<file path="src/ttdf_pkg.sv">
// Shared constants and control types for the two-way tag duplicate filter.
// No dependencies; imported by every module of the block.
`default_nettype none

package ttdf_pkg;

  localparam int INDEX_BITS  = 14;
  localparam int VERTEX_BITS = 32;
  localparam int TAG_BITS    = VERTEX_BITS - INDEX_BITS;
  localparam int DEPTH       = 1 << INDEX_BITS;

  localparam logic [TAG_BITS-1:0] EMPTY_TAG = TAG_BITS'(32'h0000_FFFF);

  localparam logic [1:0] OP_START  = 2'd0;
  localparam logic [1:0] OP_VERTEX = 2'd1;
  localparam logic [1:0] OP_END    = 2'd2;

  typedef struct packed {
    logic capture;   // latch the vertex and read its table row
    logic wr_en;     // write the tag into one way of the row
    logic wr_way;    // way that takes the tag
    logic clr_en;    // write one empty row of the clearing sweep
    logic out_load;  // load the output register
    logic out_done;  // loaded beat is the end-of-pass marker
  } cmd_t;

  typedef struct packed {
    logic hit;       // tag found in either way
    logic out_free;  // output register can take a beat this cycle
    logic clr_last;  // sweep is at the last row
  } status_t;

endpackage

`default_nettype wire

</file>
<file path="src/ttdf_ctrl.sv">
// Controller for the duplicate filter: item sequencing, clear sweep, way pointer.
// Depends on ttdf_pkg; drives the datapath through cmd_t and reads status_t.
`default_nettype none

module ttdf_ctrl (
  input  wire logic              clk,
  input  wire logic              rst,
  input  wire logic              in_valid,
  output logic                   in_stall,
  input  wire logic [1:0]        op,
  input  wire logic [6:0]        level,
  input  wire ttdf_pkg::status_t status,
  output ttdf_pkg::cmd_t         cmd
);
  import ttdf_pkg::*;

  typedef enum logic [1:0] {
    S_CLEAR,
    S_IDLE,
    S_LOOKUP,
    S_EMIT
  } state_t;

  state_t state, state_next;
  logic   next_way, next_way_next;
  logic   accept;

  assign in_stall = (state != S_IDLE);
  assign accept   = in_valid && (state == S_IDLE);

  always_comb begin
    state_next    = state;
    next_way_next = next_way;
    cmd           = '0;
    cmd.wr_way    = next_way;
    case (state)
      S_CLEAR: begin
        cmd.clr_en = 1'b1;
        if (status.clr_last) begin
          state_next = S_IDLE;
        end
      end
      S_IDLE: begin
        if (accept) begin
          case (op)
            OP_START: begin
              next_way_next = 1'b0;
              if (level == 7'd0) begin
                state_next = S_CLEAR;
              end
            end
            OP_VERTEX: begin
              cmd.capture = 1'b1;
              state_next  = S_LOOKUP;
            end
            OP_END: begin
              state_next = S_EMIT;
            end
            default: begin
              // unused opcode: drop the beat
            end
          endcase
        end
      end
      S_LOOKUP: begin
        if (status.hit) begin
          state_next = S_IDLE;
        end else if (status.out_free) begin
          cmd.wr_en     = 1'b1;
          cmd.out_load  = 1'b1;
          next_way_next = ~next_way;
          state_next    = S_IDLE;
        end
      end
      S_EMIT: begin
        if (status.out_free) begin
          cmd.out_load = 1'b1;
          cmd.out_done = 1'b1;
          state_next   = S_IDLE;
        end
      end
      default: begin
        state_next = S_IDLE;
      end
    endcase
  end

  always_ff @(posedge clk) begin
    if (rst) begin
      state    <= S_CLEAR;
      next_way <= 1'b0;
    end else begin
      state    <= state_next;
      next_way <= next_way_next;
    end
  end

endmodule

`default_nettype wire

</file>
<file path="config.mk">
export PLATFORM = sky130hd
export DESIGN_NAME = ttdf_ctrl
export DESIGN_NICKNAME = d
export VERILOG_FILES = /design/src/ttdf_pkg.sv /design/src/ttdf_ctrl.sv
export SDC_FILE = /design/constraint.sdc
export NUM_CORES = 1
export LEC_CHECK = 0
export BUFFER_PORTS_ARGS = -buffer_cell sky130_fd_sc_hd__buf_2
export CAP_MARGIN = 20
export CORE_AREA = 2 2 39 41
export CTS_CLUSTER_SIZE = 14
export DETAILED_ROUTE_END_ITERATION = 10
export DIE_AREA = 0 0 41 43
export GPL_TIMING_DRIVEN = 1
export PLACE_DENSITY = 0.48
export SLEW_MARGIN = 25
export SYNTH_ARGS = -nofsm -noshare
export SYNTH_HDL_FRONTEND = slang
export SYNTH_SLANG_ARGS = --single-unit
</file>
<file path="constraint.sdc">
create_clock -name clk -period 1.3 [get_ports clk]
set_clock_uncertainty 0.15 [all_clocks]
set_input_delay 0.195 -clock clk [delete_from_list [all_inputs] [get_ports clk]]
set_output_delay 0.195 -clock clk [all_outputs]
set_load 0.1 [all_outputs]
</file>
# ---- Word level (Yosys, flattened, before mapping)
# Index checks and enable logic that the tools add are counted.
dict set report word_totals {
  in_bits 15
  register_bits 3
  elab_cells 45
}
dict set report op_classes {
  bitwise 1
  reduce_logical 7
  eq_ne 13
  mux 22
}
# op count
set op_table {}
lappend op_table {{2-to-1 mux 1 bit} 12}
lappend op_table {{2-to-1 mux 2 bit} 6}
lappend op_table {{inequality test 2 bit (second input constant)} 4}
lappend op_table {{case mux 2 bit (4 select lines)} 1}
lappend op_table {{zero test 7 bit} 1}
lappend op_table {{equality test 2 bit (second input constant)} 3}
lappend op_table {{case mux 2 bit (3 select lines)} 1}
lappend op_table {{AND reduction 5 bit} 1}
lappend op_table {{equality test 2 x 1 -> 1 bit (second input constant)} 2}
lappend op_table {{zero test 2 bit} 2}
lappend op_table {{inequality test 2 x 1 -> 1 bit (second input constant)} 2}
lappend op_table {{inequality test 4 x 1 -> 1 bit (second input constant)} 1}
lappend op_table {{case mux 1 bit (2 select lines)} 2}
lappend op_table {{AND reduction 4 bit} 1}
lappend op_table {{inequality test 3 bit (second input constant)} 1}
lappend op_table {{nonzero test 2 bit} 1}
lappend op_table {{logical AND 1 bit} 1}
lappend op_table {{inverter 1 bit} 1}

# ---- Logic depth before layout (Yosys ltp)
dict set report depth {
  word_depth 5
  depth_mapped 6
  mapped_depth_nobuf 5
}

# ---- Worst setup path after synthesis
# Ideal clock, no wire load.
dict set report synth_timing {
  path_kind {register to output}
  from {register state[1]}
  to {output cmd[4] in the netlist's numbering}
  setup_slack_ps -1614
  t_arrival_ps 2569
  required_time_ps 955
  stages_incl_launch_ff 4
  path_buffers 1
  cell_sequence {dfxtp_1 -> buf_2 -> nand2_1 -> nor3_1}
}
# item line
set synth_lines {}
lappend synth_lines {{start: declaration} ttdf_ctrl.sv:24} ;# state_t state, state_next;
lappend synth_lines {{start signal: assignment} ttdf_ctrl.sv:93} ;# state <= state_next;
lappend synth_lines {{end: declaration} ttdf_ctrl.sv:13} ;# output ttdf_pkg::cmd_t cmd

==> results.py <==
metrics = {
    "status": {
        "status": "complete, but fails checks",
        "violations": "negative setup slack",
    },
    "layout": {
        "seq_area_um2": 67.6,
        "drive_gt1_frac": 0.690,
        "utilization": 0.533,
        "area_growth_pct": 142,
        "multi_input_area_um2": 298,
        "num-fill-cells": 124,
        "layout_commonest_cell": "buf_2",
        "postLayoutCellArea_um2": 737,
        "final_cell_mix": "buf_2, buf_12, buf_6",
        "antenna_cells": 0,
        "fin_nets": 90,
    },
    "setup_path": {
        "criticalPathCategory": "flop to primary output",
        "critPathMaxStageDelay_ns": 0.38,
        "critical_path.max_fanout": 3,
        "reg2reg_slack_ns": -0.03,
        "cpMaxStageDelayCell": "dfxtp_4",
        "cp.arrival_ns": 1.15,
        "crit_path_end_kind": "primary output",
        "crit_path_start_kind": "flop",
        "path_cells": "inv_8 > nor2_4 > and3_4 > buf_12",
        "critPathRequiredTime_ns": 0.95,
        "critical_path.top_delay_family": "flip-flops",
        "cp_num_buf_inv": 2,
    },
    "sta": {
        "hold_viol_final": 0,
        "post-route-min-period_ns": 1.49,
        "setup_viol": 8,
        "tightest_slew_ns": 0.230,
        "setup_ws_ns": -0.192,
        "fmax_ghz": 0.670,
        "max-slew-margin-rel": 0.846,
        "rsz0062_at_grt": "true",
        "min_period_over_period": 1.15,
        "maxSlewViolCount": 0,
    },
    "logic_synthesis": {
        "synth.avg_cell_area_um2": 7.60,
        "syn-instance-count": 40,
        "synth_cell_types": 22,
        "synth_seq_area_share": 0.198,
        "yosys_warnings": 0,
        "yosys_register_bits": 3,
        "syn_area_um2": 304,
        "synth_fp_nets": 58,
    },
    "floorplan": {
        "rows": 14,
        "io_pins": 22,
        "fp.dieH_um": 43,
        "start_util": 0.220,
        "core-area_um2": 1380,
        "die_area_um2": 1760,
        "fp.dieW_um": 41,
    },
    "clocking": {
        "cts_root_buf": "clkbuf_4",
        "cts.clk_slew.worst_paths_ns": 0.03,
        "h-tree-depth": 1,
        "clockBufferDepth": 2,
        "clock-sinks": 3,
        "cts_buffers": 3,
        "clock_latency_ns": 0.23,
        "cts_tree": "done",
    },
    "grt": {
        "grt_pass1_wl_um": 1480,
        "grt_pass1_vias": 412,
        "grt_max_degree": 8,
        "antenna_found_initial": 0,
        "grt_use_total": 0.121,
        "gr-total-overflow": 0,
    },
    "run": {
        "cap_viol_max_count": 0,
    },
    "pwr": {
        "p_leak_uw": 0.000301,
        "p_per_area_nw_per_um2": 723,
        "pwr-share-clk": 0.311,
        "pwr-share-seq": 0.198,
        "ir_drop_uv": 381,
        "power.switching_uw": 206,
        "p_comb_frac": 0.491,
        "swShare": 0.387,
        "p_int_uw": 327,
    },
    "routing": {
        "vias_per_cell": 4.71,
        "met3_wirelength_um": 88,
        "drc_errors": 0,
        "firstDrtPassIters": 2,
        "drt_iter0_markers": 7,
        "wl_met2_um": 535,
        "wl_per_cell_um": 11.6,
        "wl_um": 1010,
        "wl_met1_um": 383,
        "postRouteAntennaNets": 0,
        "highest_layer": "met3",
        "vias": 410,
    },
    "worst_hold_path": {
        "min_path_type": "primary input to flop",
    },
    "placement": {
        "hpwl_um": 747,
        "place.gp.congestion": 0.736,
        "dpl_cell_area_um2": 621,
        "io_buffer_count": 21,
    },
}
==> cells in the mapped netlist <==
cell,number,share of area
nor2_1,2,0.025
nor3b_2,2,0.082
o311ai_0,1,0.029
inv_2,1,0.012
nor3_1,4,0.066
nand3b_1,1,0.025
a22oi_1,1,0.025
and3_1,1,0.021
a21oi_1,4,0.066
nand3_1,1,0.016
dfxtp_1,3,0.20
a32oi_1,1,0.029
nor4_2,1,0.041
a211oi_1,1,0.025
buf_4,2,0.049
xor2_1,1,0.029
o21ai_0,1,0.016
nand2_1,4,0.049
nor2_2,1,0.021
ha_1,3,0.12
buf_2,1,0.016
inv_1,3,0.037
==> layer usage <==
metal  GRT usage  vias to the layer above
li1            -                      204
met1       0.134                      189
met2       0.200                       17
met3      0.0471                        0
met4      0.0400                        0
met5           0                        -
==> power groups by stage <==
stage,logic (uW),registers (uW),clock network [uW]
after detailed placement,222,108,0
final,262,106,166
after CTS,247,105,176
after floorplan,141,101,0
after global routing,276,106,183
after global placement,223,108,0
==> worst register-to-register path: cells and delay by family, from the launching register on <==
kind | cells | cell delay [ns]
AOI/OAI and AO/OA | 1 | 0.10
xor gates and xnor gates | 1 | 0.16
buffers and inverters | 2 | 0.25
DFF | 1 | 0.36
and+or+nand+nor | 2 | 0.25
==> metrics by stage <==
step | setup TNS, ns | cells | setup slack [ns] | hold WS [ns] | total power, uW
floorplan | -1.46 | 40 | -0.375 | 0.107 | 242
global placement | -0.212 | 79 | -0.117 | 0.251 | 331
detailed placement | -0.297 | 79 | -0.164 | 0.251 | 330
CTS | -1.03 | 87 | -0.207 | 0.146 | 528
global route | -1.28 | 87 | -0.238 | 0.158 | 565
finish | -0.919 | 87 | -0.192 | 0.153 | 533
==> what timing repair did <==
| action | CTS | global route |
|---|---|---|
| gates resized for setup | 8 | 7 |
| pin swaps | 7 | 3 |
| endpoints found under the setup margin | 7 | 9 |
| hold buffers | 1 | 0 |
| hold endpoints to repair | 1 | 0 |
| setup buffers | 3 | 2 |
==> kinds of logic (layout without fill, tap and decap cells) <==
kind of cell / after synthesis / after routing / share of synthesized area
flip-flops: 3 / 3 / 0.198
adder cells (fa/ha/maj): 3 / 3 / 0.123
AND/OR/NAND/NOR: 17 / 17 / 0.346
XOR/XNOR: 1 / 1 / 0.0288
buffers and inverters: 7 / 38 / 0.115
AO/OA/AOI/OAI: 9 / 9 / 0.189
==> final timing paths <==
kind,from,endpoint,cells after the start
max,state[0]$_SDFFE_PP0P_,cmd[5],4
min,status[0],state[0]$_SDFFE_PP0P_,3
min reg2reg,next_way$_SDFFE_PP0P_,next_way$_SDFFE_PP0P_,2
max reg2reg,state[0]$_SDFFE_PP0P_,next_way$_SDFFE_PP0P_,6
==> sequential cells by signal (all words and copies together) (netlist names) <==
register  count
next_way      1
state         2
==> cell type report <==
cell class,count,area share
well taps,16,0.0272
multi-input cells,30,0.404
repair buffers,30,0.406
inverters,4,0.0357
clock buffers,4,0.0357
flip-flops and latches,3,0.0917
Power figures use the tool's default switching activity.
